<file path="src/shell_quote_tokenizer_assert.svh">
// Assertion macros shared by the tokenizer modules.
// Each macro samples on clk and is disabled while rst is high.
`ifndef SHELL_QUOTE_TOKENIZER_ASSERT_SVH
`define SHELL_QUOTE_TOKENIZER_ASSERT_SVH
`ifndef SYNTHESIS
// Same-cycle implication.
`define SQT_ASSERT_IMP(lbl, ante, cons) \
  lbl: assert property (@(posedge clk) disable iff (rst) (ante) |-> (cons)) \
    else $error("shell_quote_tokenizer assertion failed");
// Next-cycle implication.
`define SQT_ASSERT_NXT(lbl, ante, cons) \
  lbl: assert property (@(posedge clk) disable iff (rst) (ante) |=> (cons)) \
    else $error("shell_quote_tokenizer assertion failed");
`else
`define SQT_ASSERT_IMP(lbl, ante, cons)
`define SQT_ASSERT_NXT(lbl, ante, cons)
`endif
`endif

</file>
<file path="src/sqt_pkg.sv">
package sqt_pkg;

  // Default word limit per string.
  localparam int MaxTokensDefault = 256;

  // Characters with special meaning.
  localparam logic [7:0] ChSquote = 8'h27;
  localparam logic [7:0] ChDquote = 8'h22;
  localparam logic [7:0] ChBslash = 8'h5C;
  localparam logic [7:0] ChSpace  = 8'h20;
  localparam logic [7:0] ChTab    = 8'h09;
  localparam logic [7:0] ChCr     = 8'h0D;

  // One byte of the command string.
  typedef struct packed {
    logic [7:0] ch;
    logic       byte_present;
    logic       last;
  } in_item_t;

  // One result of the tokenizer.
  typedef struct packed {
    logic       byte_valid;
    logic [7:0] out_byte;
    logic       word_end;
    logic [7:0] word_index;
    logic       string_done;
    logic [8:0] word_count;
  } out_item_t;

  // Lexer modes, one-hot.
  typedef enum logic [5:0] {
    M_BETWEEN = 6'b000001,
    M_WORD    = 6'b000010,
    M_ESC     = 6'b000100,
    M_SQ      = 6'b001000,
    M_DQ      = 6'b010000,
    M_DQESC   = 6'b100000
  } lex_mode_t;

  // Whitespace is space and the range from tab to carriage return.
  function automatic logic is_ws(input logic [7:0] c);
    return (c == ChSpace) || ((c >= ChTab) && (c <= ChCr));
  endfunction

endpackage

</file>
<file path="src/sqt_lexer.sv">
`include "shell_quote_tokenizer_assert.svh"

module sqt_lexer #(
  parameter int MAX_TOKENS = sqt_pkg::MaxTokensDefault
) (
  input  logic                 clk,
  input  logic                 rst,
  input  logic                 step,
  input  sqt_pkg::in_item_t    item,
  output logic                 has_result,
  output sqt_pkg::out_item_t   result
);
  import sqt_pkg::*;

  localparam int CountW = $clog2(MAX_TOKENS + 1);
  localparam int ExtW   = CountW + 9;

  // Lexer state.
  lex_mode_t          mode;
  lex_mode_t          mode_next;
  lex_mode_t          cur;
  logic [CountW-1:0]  words_seen;
  logic [CountW-1:0]  words_seen_next;
  logic               limit_reached;
  logic               limit_next;

  logic               bv;
  logic               we;
  logic               sd;
  logic [7:0]         ob;
  logic               c_ws;
  logic [ExtW-1:0]    idx_ext;
  logic [ExtW-1:0]    cnt_ext;

  assign c_ws = is_ws(item.ch);

  // One byte of lexing: mode update, byte emission and word closing.
  always_comb begin
    mode_next       = mode;
    words_seen_next = words_seen;
    limit_next      = limit_reached;
    cur             = mode;
    bv              = 1'b0;
    we              = 1'b0;
    sd              = 1'b0;
    ob              = 8'h00;

    if (item.byte_present && !limit_reached) begin
      // A non-blank byte between words opens a word unless the limit is hit.
      if ((mode == M_BETWEEN) && !c_ws) begin
        if (words_seen >= CountW'(MAX_TOKENS)) begin
          limit_next = 1'b1;
        end else begin
          cur = M_WORD;
        end
      end
      mode_next = cur;
      if (!limit_next) begin
        case (cur)
          M_WORD: begin
            if (item.ch == ChSquote) begin
              mode_next = M_SQ;
            end else if (item.ch == ChDquote) begin
              mode_next = M_DQ;
            end else if (item.ch == ChBslash) begin
              if (item.last) begin
                bv = 1'b1;
                ob = item.ch;
              end else begin
                mode_next = M_ESC;
              end
            end else if (c_ws) begin
              we              = 1'b1;
              words_seen_next = words_seen + CountW'(1);
              mode_next       = M_BETWEEN;
            end else begin
              bv = 1'b1;
              ob = item.ch;
            end
          end
          M_ESC: begin
            bv        = 1'b1;
            ob        = item.ch;
            mode_next = M_WORD;
          end
          M_SQ: begin
            if (item.ch == ChSquote) begin
              mode_next = M_WORD;
            end else begin
              bv = 1'b1;
              ob = item.ch;
            end
          end
          M_DQ: begin
            if (item.ch == ChDquote) begin
              mode_next = M_WORD;
            end else if (item.ch == ChBslash) begin
              if (item.last) begin
                bv = 1'b1;
                ob = item.ch;
              end else begin
                mode_next = M_DQESC;
              end
            end else begin
              bv = 1'b1;
              ob = item.ch;
            end
          end
          M_DQESC: begin
            bv        = 1'b1;
            ob        = item.ch;
            mode_next = M_DQ;
          end
          default: begin
          end
        endcase
      end
    end

    // End of string closes any open word; a pending backslash is kept literally.
    if (item.last) begin
      if ((mode_next != M_BETWEEN) && !limit_next) begin
        if (!item.byte_present && ((mode_next == M_ESC) || (mode_next == M_DQESC))) begin
          bv = 1'b1;
          ob = ChBslash;
        end
        we              = 1'b1;
        words_seen_next = words_seen_next + CountW'(1);
      end
      sd = 1'b1;
    end
  end

  // The word index is the count before this byte closed anything; it is zero when only string_done is set.
  assign idx_ext = ExtW'(words_seen);
  assign cnt_ext = ExtW'(words_seen_next);

  assign has_result         = bv || we || sd;
  assign result.byte_valid  = bv;
  assign result.out_byte    = ob;
  assign result.word_end    = we;
  assign result.word_index  = (bv || we) ? idx_ext[7:0] : 8'h00;
  assign result.string_done = sd;
  assign result.word_count  = cnt_ext[8:0];

  // State registers; the end of a string returns everything to reset.
  always_ff @(posedge clk) begin
    if (rst) begin
      mode          <= M_BETWEEN;
      words_seen    <= '0;
      limit_reached <= 1'b0;
    end else if (step) begin
      if (item.last) begin
        mode          <= M_BETWEEN;
        words_seen    <= '0;
        limit_reached <= 1'b0;
      end else begin
        mode          <= mode_next;
        words_seen    <= words_seen_next;
        limit_reached <= limit_next;
      end
    end
  end

  `SQT_ASSERT_IMP(a_count_bound, 1'b1, words_seen <= CountW'(MAX_TOKENS))
  `SQT_ASSERT_IMP(a_limit_between, limit_reached, mode == M_BETWEEN)
  `SQT_ASSERT_NXT(a_end_resets, step && item.last, (words_seen == '0) && (mode == M_BETWEEN) && !limit_reached)

endmodule

</file>
<file path="src/shell_quote_tokenizer.sv">
// Shell-style word tokenizer. The command string enters one byte per
// transaction on cmd, with last marking the end of the string; words come
// out on tok as unquoted, unescaped bytes, a word_end marker per word and a
// string_done result carrying the final word count. The block sustains one
// input transaction per clock cycle while tok is not stalled: the lexer
// mode and word count update once per byte. A byte taken on cmd is held in
// the input register and passes through the lexer into the result register
// that drives tok; it stays in the input register while the result
// register is full and not taken. Inputs that produce no result
// (whitespace between words, quotes, escape backslashes) are absorbed
// without an output transaction. Words beyond MAX_TOKENS in one string are
// dropped, and word_index/word_count carry the low bits of the count when
// MAX_TOKENS exceeds their range.
`include "shell_quote_tokenizer_assert.svh"

module shell_quote_tokenizer #(
  parameter int MAX_TOKENS = sqt_pkg::MaxTokensDefault
) (
  input  logic                clk,
  input  logic                rst,
  input  logic                cmd_valid,
  output logic                cmd_ready,
  input  sqt_pkg::in_item_t   cmd,
  output logic                tok_valid,
  input  logic                tok_ready,
  output sqt_pkg::out_item_t  tok
);
  import sqt_pkg::*;

  // Input register.
  logic       s1_valid;
  in_item_t   s1_item;
  logic       s1_take;

  // Result register.
  logic       out_valid;
  out_item_t  out_item;
  logic       out_free;

  logic       lex_has_result;
  out_item_t  lex_result;

  assign out_free  = !out_valid || tok_ready;
  assign s1_take   = s1_valid && out_free;
  assign cmd_ready = !s1_valid || out_free;

  // Capture a new byte whenever the input register is empty or draining.
  always_ff @(posedge clk) begin
    if (rst) begin
      s1_valid <= 1'b0;
    end else if (cmd_ready) begin
      s1_valid <= cmd_valid;
    end
  end

  always_ff @(posedge clk) begin
    if (cmd_ready && cmd_valid) begin
      s1_item <= cmd;
    end
  end

  sqt_lexer #(
    .MAX_TOKENS(MAX_TOKENS)
  ) u_lexer (
    .clk       (clk),
    .rst       (rst),
    .step      (s1_take),
    .item      (s1_item),
    .has_result(lex_has_result),
    .result    (lex_result)
  );

  // Result register is loaded only by items that produce a result.
  always_ff @(posedge clk) begin
    if (rst) begin
      out_valid <= 1'b0;
    end else if (out_free) begin
      out_valid <= s1_take && lex_has_result;
    end
  end

  always_ff @(posedge clk) begin
    if (s1_take && lex_has_result) begin
      out_item <= lex_result;
    end
  end

  assign tok_valid = out_valid;
  assign tok       = out_item;

  `SQT_ASSERT_NXT(a_s1_hold, s1_valid && !out_free, s1_valid && $stable(s1_item))
  `SQT_ASSERT_NXT(a_result_loaded, s1_take && lex_has_result, out_valid)
  `SQT_ASSERT_IMP(a_result_nonempty, tok_valid, tok.byte_valid || tok.word_end || tok.string_done)

endmodule

</file>
<file path="config.mk">
export PLATFORM = sky130hd
export DESIGN_NAME = shell_quote_tokenizer
export DESIGN_NICKNAME = d
export VERILOG_FILES = /design/src/sqt_pkg.sv /design/src/sqt_lexer.sv /design/src/shell_quote_tokenizer.sv
export VERILOG_INCLUDE_DIRS = /design/src /design/src/src
export SDC_FILE = /design/constraint.sdc
export NUM_CORES = 1
export LEC_CHECK = 0
export BUFFER_PORTS_ARGS = -buffer_cell sky130_fd_sc_hd__buf_4
export CORE_ASPECT_RATIO = 1.5
export CORE_MARGIN = 2
export CORE_UTILIZATION = 57
export CTS_CLUSTER_SIZE = 10
export DETAILED_ROUTE_END_ITERATION = 8
export PLACE_DENSITY_LB_ADDON = 0.3
export SLEW_MARGIN = 0
export SYNTH_ARGS = -nofsm -noshare
export SYNTH_HDL_FRONTEND = slang
export SYNTH_HIERARCHICAL = 1
export SYNTH_SLANG_ARGS = --single-unit
</file>
<file path="constraint.sdc">
create_clock -name clk -period 4.35 [get_ports clk]
set_input_delay 0.2175 -clock clk [delete_from_list [all_inputs] [get_ports clk]]
set_output_delay 0.2175 -clock clk [all_outputs]
set_load 0.01 [all_outputs]
</file>
==> impl_results.md <==
- Main synth FF type: edfxtp_1
- Worst Tran Pin Value: between 800 and 900 ps
- Clock skew: 6.51 ps
- Sw Pwr: approximately 0.00025 W
- Hold buffer count at CTS: 0
- Placed Cells: between 400 and 500
- Starting Density: around three fifths
- Final Slew Violations: 0
- Sink Count: 56
- Area grow syn2layout: 13.5%
- ANT nets after route: 0
- Async S/R FF share, synth: 0%
- Period utilization: between 80% and 90%
- Row count: 33
- Routed WL: 7240 um
- Initial antenna violation count: 0
- Max Clk Rate: 284 MHz
- Worst path max stage delay: 540 ps
- Max_cap viols: 0
- Sw Ratio: 24.9%
- Port Buffers: 43
- Avg Cell Area, Syn: between 10 and 15 um2
- Vias post-DR: around 2600
- Die outline width: around 65 um
- Logic gate share of total power: 12.1%
- Vias per cell: approximately 6.2
- Core area: around 5500 um2
- Deepest clock path buffer count: 2
- Net count after synthesis: 324
- Final std cells w/o fill: roughly 420
- Endpoints failing setup: 0
- Status: finished clean
- Yosys cell types: 68
- CTS root buffer: clkbuf_8
- CTS tree: yes
- Post-synthesis instance area: between 3000 and 4000 um2
- Min-Delay Path Class: in -> reg
- Largest net degree at the start of global routing: 19
- H-tree lvl count: 2
- R2R Setup Slk: ~830 ps
- CP max FO: 18
- Relative slew margins: between 40 and 50%
- Inserted Diodes: 0
- Final hold violation count: 0
- Tmin final: around 3500 ps
- Post-synth EDFFs: 38
- Cell area power density: 280 nW/um2
- Post-CTS sizing: 0
- Placer Congestion: ~0.95
- Startpoint Class: register
- DP HPWL: about 5300 um
- Unrepaired setup endpoints after global routing: no
- Post-synthesis sequential area ratio: a little under half
- Crit path capture type: register
- CP max-delay cell: dfxtp_1
- Gr ovfl total: 0
- Req. time, crit path: about 4400 ps
- Worst Path Arrival: 3520 ps
- Clock power share: about 28%
- First-pass GRT wire length: about 12000 um
- Layout cells sized above 1: between 20% and 30%
- Setup TNS Final: 0 ps
- CTS Buf Count: 5
- Iteration-0 DRC Markers: about 140
- Routed WL per cell: approximately 17 um
- Die Ht: 95.5 um
- Post-CTS Setup Inserts: 0
- Final #Nets: 361
- Commonest non-fill, non-tap cell in the layout: buf_4
- Crit path kind: reg -> reg
- # DRC: 0
- Crit path cell chain: or4b_4, nor4_4, o211ai_1, o22a_1, or2_2, a21oi_1, or3_1, nand2_1, nor2b_2, buf_4
- Tot GR Track Use: between 20% and 30%
- I/O pin count: 44
- Worst vdd ir: around 0.19 mV
- Clock transition at path regs: roughly 100 ps
- Post-Synthesis Cells: 308
- Hold slack: approximately 80 ps
- 1st-pass router iterations: 4
- Pleak: between 1 and 1.5 nW
- Syn. warnings: 6
- Commonest non-fill, non-tap cells in the layout: 49 x buf_4, 38 x edfxtp_1, 28 x nor2_1, 18 x nand2_1, 18 x dfxtp_1
- Internal power: ~0.00076 W
- Reg power frac: between 50% and 60%
- Die footprint: approximately 6200 um2
- FF+latch count, synth: 56
- Number of global-route vias before repair: between 2000 and 2500
- Clk_lat worst skew: 310 ps
[final timing paths]
| check | from | to | cells after the start |
|---|---|---|---|
| worst max-delay path | u_lexer/mode[0] | tok[5] | 10 |
| worst min-delay path | cmd[7] | s1_item[7] | 1 |
| worst max register to register | u_lexer/mode[0] | tok[5] | 10 |
| worst min register to register | u_lexer/limit_reached | u_lexer/limit_reached | 2 |
[cell usage after synthesis, types with 7 or more instances]
cell,number,area share (%)
a22oi_1,8,1.9
nand3_1,9,1.4
xor2_1,7,1.9
nor3_1,15,2.4
xnor2_1,9,2.5
a21oi_1,15,2.4
and2_1,12,2.4
nor2_1,28,3.3
dfxtp_1,18,11
edfxtp_1,38,36
inv_1,9,1.1
nand2_1,18,2.1
clkbuf_1,7,0.83
o21ai_0,10,1.6
nand2b_1,7,1.4
[cell type report]
class | count | area [um2]
Fill cell | 451 | 1840
Tap cell | 70 | 87.6
Timing Repair Buffer | 49 | 368
Clock inverter | 3 | 21.3
Clock buffer | 5 | 68.8
Multi-Input combinational cell | 224 | 1530
Inverter | 9 | 33.8
Sequential cell | 56 | 1500
[sequential cells by signal, indices dropped and copies added, names as in the netlist]
name and flops:
s1_valid 1, u_lexer/limit_reached 1, u_lexer/words_seen 9, tok_valid 1, tok 28, u_lexer/mode 6
s1_item 10
[cells by family (layout without fill, tap and decap cells)]
logic type	Yosys count	count (layout)	synth area share (%)
simple gates	130	130	23.8
compound gates	72	72	17.6
flops	56	56	47.2
buf+inv	28	66	4.75
xor+xnor	17	17	4.91
mux	3	3	0.982
fa+ha+maj	2	2	0.786
[routing by layer]
layer / global-route usage, % / up-vias / wire length [um]
met3: 3.31 / 23 / 364
met2: 45.0 / 94 / 3780
met1: 27.2 / 1243 / 2700
met5: 0 / - / 0
met4: 16.5 / 0 / 393
li1: - / 1217 / -
[stage by stage]
| stage | util (%) | instance area [um2] | setup slack, ps | total power, W |
|---|---|---|---|---|
| final | 66.3 | 3610 | 831 | 0.00101 |
| after global placement | 64.7 | 3520 | 799 | 0.000738 |
| after detailed placement | 64.7 | 3520 | 853 | 0.000740 |
| after CTS | 66.3 | 3610 | 849 | 0.00103 |
| after floorplan | - | 3180 | 418 | 0.000692 |
| after global routing | 66.3 | 3610 | 571 | 0.00105 |
[power groups by stage]
stage	logic [W]	clock network, W	registers [W]
2_1_floorplan	0.0000709	0	0.000621
3_3_place_gp	0.000121	0	0.000617
3_5_place_dp	0.000123	0	0.000617
4_1_cts	0.000123	0.000301	0.000605
5_1_grt	0.000134	0.000313	0.000608
6_report	0.000123	0.000285	0.000605
[worst max-delay path, delay by kind of cell, from the launching register on]
family                 cells  cell delay, ps
buffers and inverters      1             290
AO/OA/AOI/OAI              3             840
AND/OR/NAND/NOR            6            1540
flip-flops                 1             540
Power figures use the tool's default switching activity.
